<file path="src/rtl/assert_macros.svh">
// Assertion helpers shared by the RTL files. Each expects clk and arst_n in scope.
`ifndef ASSERT_MACROS_SVH
`define ASSERT_MACROS_SVH

// The consequent must hold in the same cycle as the antecedent.
`define ASSERT_SAME(label, ante, cons) \
	label: assert property (@(posedge clk) disable iff (!arst_n) (ante) |-> (cons)) \
		else $error("%m: same-cycle check failed");

// The consequent must hold in the cycle after the antecedent.
`define ASSERT_NEXT(label, ante, cons) \
	label: assert property (@(posedge clk) disable iff (!arst_n) (ante) |=> (cons)) \
		else $error("%m: next-cycle check failed");

`endif

</file>
<file path="src/rtl/xvtt_pkg.sv">
package xvtt_pkg;

	localparam int INDEX_BITS_DEFAULT = 16;

	localparam int HASH_W  = 64;
	localparam int MOVE_W  = 16;
	localparam int SCORE_W = 16;
	localparam int DEPTH_W = 8;
	localparam int BOUND_W = 8;
	localparam int AGE_W   = 8;
	localparam int CNT_W   = 32;

	// Payload layout from bit 0: move, score, depth, bound, age.
	localparam int PAY_W  = MOVE_W + SCORE_W + DEPTH_W + BOUND_W + AGE_W;
	localparam int SLOT_W = HASH_W + PAY_W;

	localparam int IN_FIELDS_W  = HASH_W + MOVE_W + SCORE_W + DEPTH_W + BOUND_W;
	localparam int IN_DATA_W    = ((IN_FIELDS_W + 7) / 8) * 8;
	localparam int OUT_FIELDS_W = 2 + PAY_W + 2 * CNT_W;
	localparam int OUT_DATA_W   = ((OUT_FIELDS_W + 7) / 8) * 8;

	typedef enum logic {
		OP_PROBE = 1'b0,
		OP_STORE = 1'b1
	} xvtt_op_t;

	// Controller to datapath.
	typedef struct packed {
		logic clear;
		logic accept;
		logic commit;
	} xvtt_cmd_t;

	// Datapath to controller.
	typedef struct packed {
		logic clear_last;
		logic out_busy;
	} xvtt_status_t;

endpackage

</file>
<file path="src/rtl/xvtt_ctrl.sv">
`include "assert_macros.svh"

module xvtt_ctrl (
	input  logic                   clk,
	input  logic                   arst_n,
	input  logic                   s_axis_tvalid,
	output logic                   s_axis_tready,
	input  xvtt_pkg::xvtt_status_t st,
	output xvtt_pkg::xvtt_cmd_t    cmd
);
	import xvtt_pkg::*;

	typedef enum logic [1:0] {
		ST_CLEAR,
		ST_IDLE,
		ST_LOOKUP
	} state_t;

	state_t state_q;
	logic   ready_q;

	always_ff @(posedge clk or negedge arst_n) begin
		if (!arst_n) begin
			state_q <= ST_CLEAR;
			ready_q <= 1'b0;
		end else begin
			case (state_q)
				ST_CLEAR: begin
					if (st.clear_last) begin
						state_q <= ST_IDLE;
						ready_q <= 1'b1;
					end
				end
				ST_IDLE: begin
					if (s_axis_tvalid) begin
						state_q <= ST_LOOKUP;
						ready_q <= 1'b0;
					end
				end
				ST_LOOKUP: begin
					// Wait here while the previous result is still unclaimed.
					if (!st.out_busy) begin
						state_q <= ST_IDLE;
						ready_q <= 1'b1;
					end
				end
				default: begin
					state_q <= ST_CLEAR;
					ready_q <= 1'b0;
				end
			endcase
		end
	end

	assign s_axis_tready = ready_q;

	always_comb begin
		cmd.clear  = (state_q == ST_CLEAR);
		cmd.accept = ready_q && s_axis_tvalid;
		cmd.commit = (state_q == ST_LOOKUP) && !st.out_busy;
	end

	`ASSERT_NEXT(a_accept_then_lookup, cmd.accept, state_q == ST_LOOKUP && !ready_q)
	`ASSERT_SAME(a_no_accept_in_clear, cmd.clear, !ready_q && !cmd.commit)

endmodule

</file>
<file path="config.mk">
export PLATFORM = sky130hd
export DESIGN_NAME = xvtt_ctrl
export DESIGN_NICKNAME = d
export VERILOG_FILES = /design/src/rtl/xvtt_pkg.sv /design/src/rtl/xvtt_ctrl.sv
export VERILOG_INCLUDE_DIRS = /design/src /design/src/rtl
export SDC_FILE = /design/constraint.sdc
export NUM_CORES = 1
export LEC_CHECK = 0
export ABC_AREA = 1
export ABC_CLOCK_PERIOD_IN_PS = 1200
export BUFFER_PORTS_ARGS = -buffer_cell sky130_fd_sc_hd__buf_2
export CAP_MARGIN = 10
export CORE_AREA = 2 2 39 41
export DETAILED_ROUTE_END_ITERATION = 10
export DIE_AREA = 0 0 41 43
export GPL_TIMING_DRIVEN = 0
export PLACE_DENSITY_LB_ADDON = 0.15
export REMOVE_ABC_BUFFERS = 1
export SLEW_MARGIN = 40
export SYNTH_ARGS = -nofsm -noshare
export SYNTH_HDL_FRONTEND = slang
export SYNTH_SLANG_ARGS = --single-unit
</file>
<file path="constraint.sdc">
create_clock -name clk -period 1.2 [get_ports clk]
set_input_delay 0.24 -clock clk [delete_from_list [all_inputs] [get_ports clk]]
set_output_delay 0.24 -clock clk [all_outputs]
set_load 0.02 [all_outputs]
</file>
==> results.py <==
metrics = {
    "clock_tree": {
        "clk_latency_ns": 0.23,
        "root_buffer": "clkbuf_4",
        "cts_max_level": 1,
        "cts.sinks": 3,
        "cts_tree": "built",
        "clockBufferDepth": 2,
        "path_clk_slew_ns": 0.04,
        "numCtsBuffers": 3,
    },
    "critical_path": {
        "path_class": "reg2out",
        "slowest_delay_ns": 0.41,
        "r2r-start": "state_q[0]$_DFFE_PN0P_",
        "cp.depth": 2,
        "critPathLaunch": "state_q[0]$_DFFE_PN0P_",
        "r2r-end": "state_q[0]$_DFFE_PN0P_",
        "worst_ep_required_time_ns": 0.96,
        "cp-endpoint": "cmd[0]",
        "critPathTopFamily": "flip-flops",
        "cp.buffers_inverters": 1,
        "critPathArrivalTime_ns": 0.98,
        "end_kind": "output pin",
        "path_cells": "nor3_2, buf_4",
        "ff2ff_path_depth": 5,
        "cp_max_fo": 3,
        "rrSetupSlack_ns": 0.12,
        "cp_slowest_cell": "dfrtp_1",
        "worstSetupStartpointType": "flop",
    },
    "placement": {
        "hpwl_um": 278,
        "io_buffers": 8,
        "gp_congestion": 0.624,
        "place_ws_ns": 0.209,
    },
    "global_routing": {
        "grt_pass1_vias": 163,
        "track_usage": 0.0634,
        "antenna_found_initial": 0,
        "grt_pass1_wl_um": 627,
        "grt_max_degree": 5,
        "grt_overflow_total": 0,
    },
    "route": {
        "drt-wirelength-per-cell_um": 7.90,
        "firstDrtPassIters": 4,
        "wl_um": 395,
        "ant_nets": 0,
        "drc": 0,
        "vias": 178,
        "via_per_inst": 3.56,
        "drtIter0Drc": 5,
    },
    "final_layout": {
        "drive_gt1_frac": 0.441,
        "n_antenna_cell": 0,
        "post-route-util": 0.195,
        "area_delta_synth_final_pct": 80.0,
        "nets": 40,
    },
    "power": {
        "p_leak_uw": 0.000152,
        "irDropWorstVdd_uv": 765,
        "p_total_uw": 743,
        "power_density_nw_per_um2": 2750,
    },
    "synthesis": {
        "synthCells": 20,
        "yosysWarningCount": 0,
        "synth.distinct_cells": 8,
        "yosysSeqAreaShare": 0.500,
        "synth.avg_cell_area_um2": 7.51,
        "yosys.area.top_type": "dfrtp_1",
        "syn_area_um2": 150,
        "post_synth_main_area_contributors": "dfrtp_1, inv_1, nand2_1",
        "synth_top_cell_area_share": 0.500,
        "synth_seq_cells": 3,
    },
    "floorplan": {
        "ios": 9,
        "die_w_um": 41,
        "die_y_um": 43,
        "core_um2": 1380,
        "initial_utilization": 0.108,
        "rows": 14,
        "dieArea_um2": 1760,
    },
    "sta": {
        "tns_ns": -0.0246,
        "slew-limit-headroom": 0.843,
        "max_freq_ghz": 0.817,
        "setup_violations": 1,
        "worst_pin_slew_ns": 0.233,
        "grt_setup_unrepaired": "true",
        "hold_viol": 0,
        "finalCritPeriodShare": 1.02,
        "slew_viol_final": 0,
        "finalWorstSetupSlack_ns": -0.0246,
        "fin_hold_ws_ns": 0.295,
        "finClkSkew_ns": 0.00155,
        "period_minus_slack_ns": 1.22,
    },
    "run_status": {
        "status": "finished, violations left",
        "violations": "setup timing",
    },
    "min_path": {
        "hp-start": "s_axis_tvalid",
        "holdCritPathClass": "in2reg",
    },
    "run": {
        "max_cap_viol_count": 0,
    },
}
synthesized netlist by cell type:
cell type / number
nand2_1: 5
nand4_1: 1
nand3_1: 3
nor3_1: 1
inv_1: 5
nor2_1: 1
o31ai_1: 1
dfrtp_1: 3
area by class of cell:
type,instances,area [um^2]
well taps,16,20.0
repair buffers,10,66.3
flip-flops and latches,3,75.1
clock buffers,4,26.3
inverters,5,18.8
fillers,156,1110
multi-input cells,12,63.8
worst min-delay path by stage:
stage                                endpoint  slack, ns  depth (start not counted)
CTS                    state_q[1]$_DFFE_PN0P_       0.29                          3
floorplan           s_axis_tready$_DFFE_PN0P_      -0.06                          0
finish                 state_q[1]$_DFFE_PN0P_       0.30                          3
global route           state_q[1]$_DFFE_PN0P_       0.31                          3
detailed placement     state_q[0]$_DFFE_PN0P_       0.04                          1
global placement       state_q[0]$_DFFE_PN0P_       0.04                          1
sequential cells by signal, indices dropped and copies added, names as in the netlist:
register	cells
state_q	2
s_axis_tready	1
kinds of logic (layout without fill, tap and decap cells):
group | Yosys count | after routing | share of synthesized area
buf+inv | 5 | 19 | 0.125
flops | 3 | 3 | 0.500
simple gates | 11 | 11 | 0.325
compound gates | 1 | 1 | 0.0500
tightest hold or removal path, stage by stage:
cell and delay, ns:
buf_2 0.10, inv_1 0.06, o31ai_1 0.07
cell usage in the layout (no fill, tap or decap), drive strengths merged:
master	count
buf	9
clkbuf	4
dfrtp	3
dlygate4sd3	1
inv	5
nand2	5
nand3	3
nand4	1
nor2	1
nor3	1
o31ai	1
through the flow:
stage / instance area (um^2) / cells
floorplan: 150 / 20
global placement: 210 / 44
detailed placement: 210 / 44
CTS: 256 / 50
global route: 270 / 50
finish: 270 / 50
power by group:
group / total [uW] / leakage, uW / switching, uW / internal (uW)
combinational: 354 / 0.000101 / 202 / 152
sequential: 210 / 0.0000368 / 56.5 / 153
clock: 179 / 0.0000150 / 54.0 / 125
total: 743 / 0.000152 / 313 / 430
routing by layer:
layer	part of all wire	vias to the layer above	global-route usage
met5	0	-	0
met1	0.45	73	0.0584
met4	0.035	0	0.100
met3	0.073	2	0.0314
met2	0.43	10	0.0750
li1	-	93	-
what timing repair did:
action / 4_1_cts / 5_1_grt
setup buffers: 1 / 0
hold buffers: 1 / 0
setup endpoints to repair: 2 / 2
pin swaps: 0 / 1
gates resized for setup: 1 / 5
endpoints found under the hold margin: 3 / 0
Power figures use the tool's default switching activity.
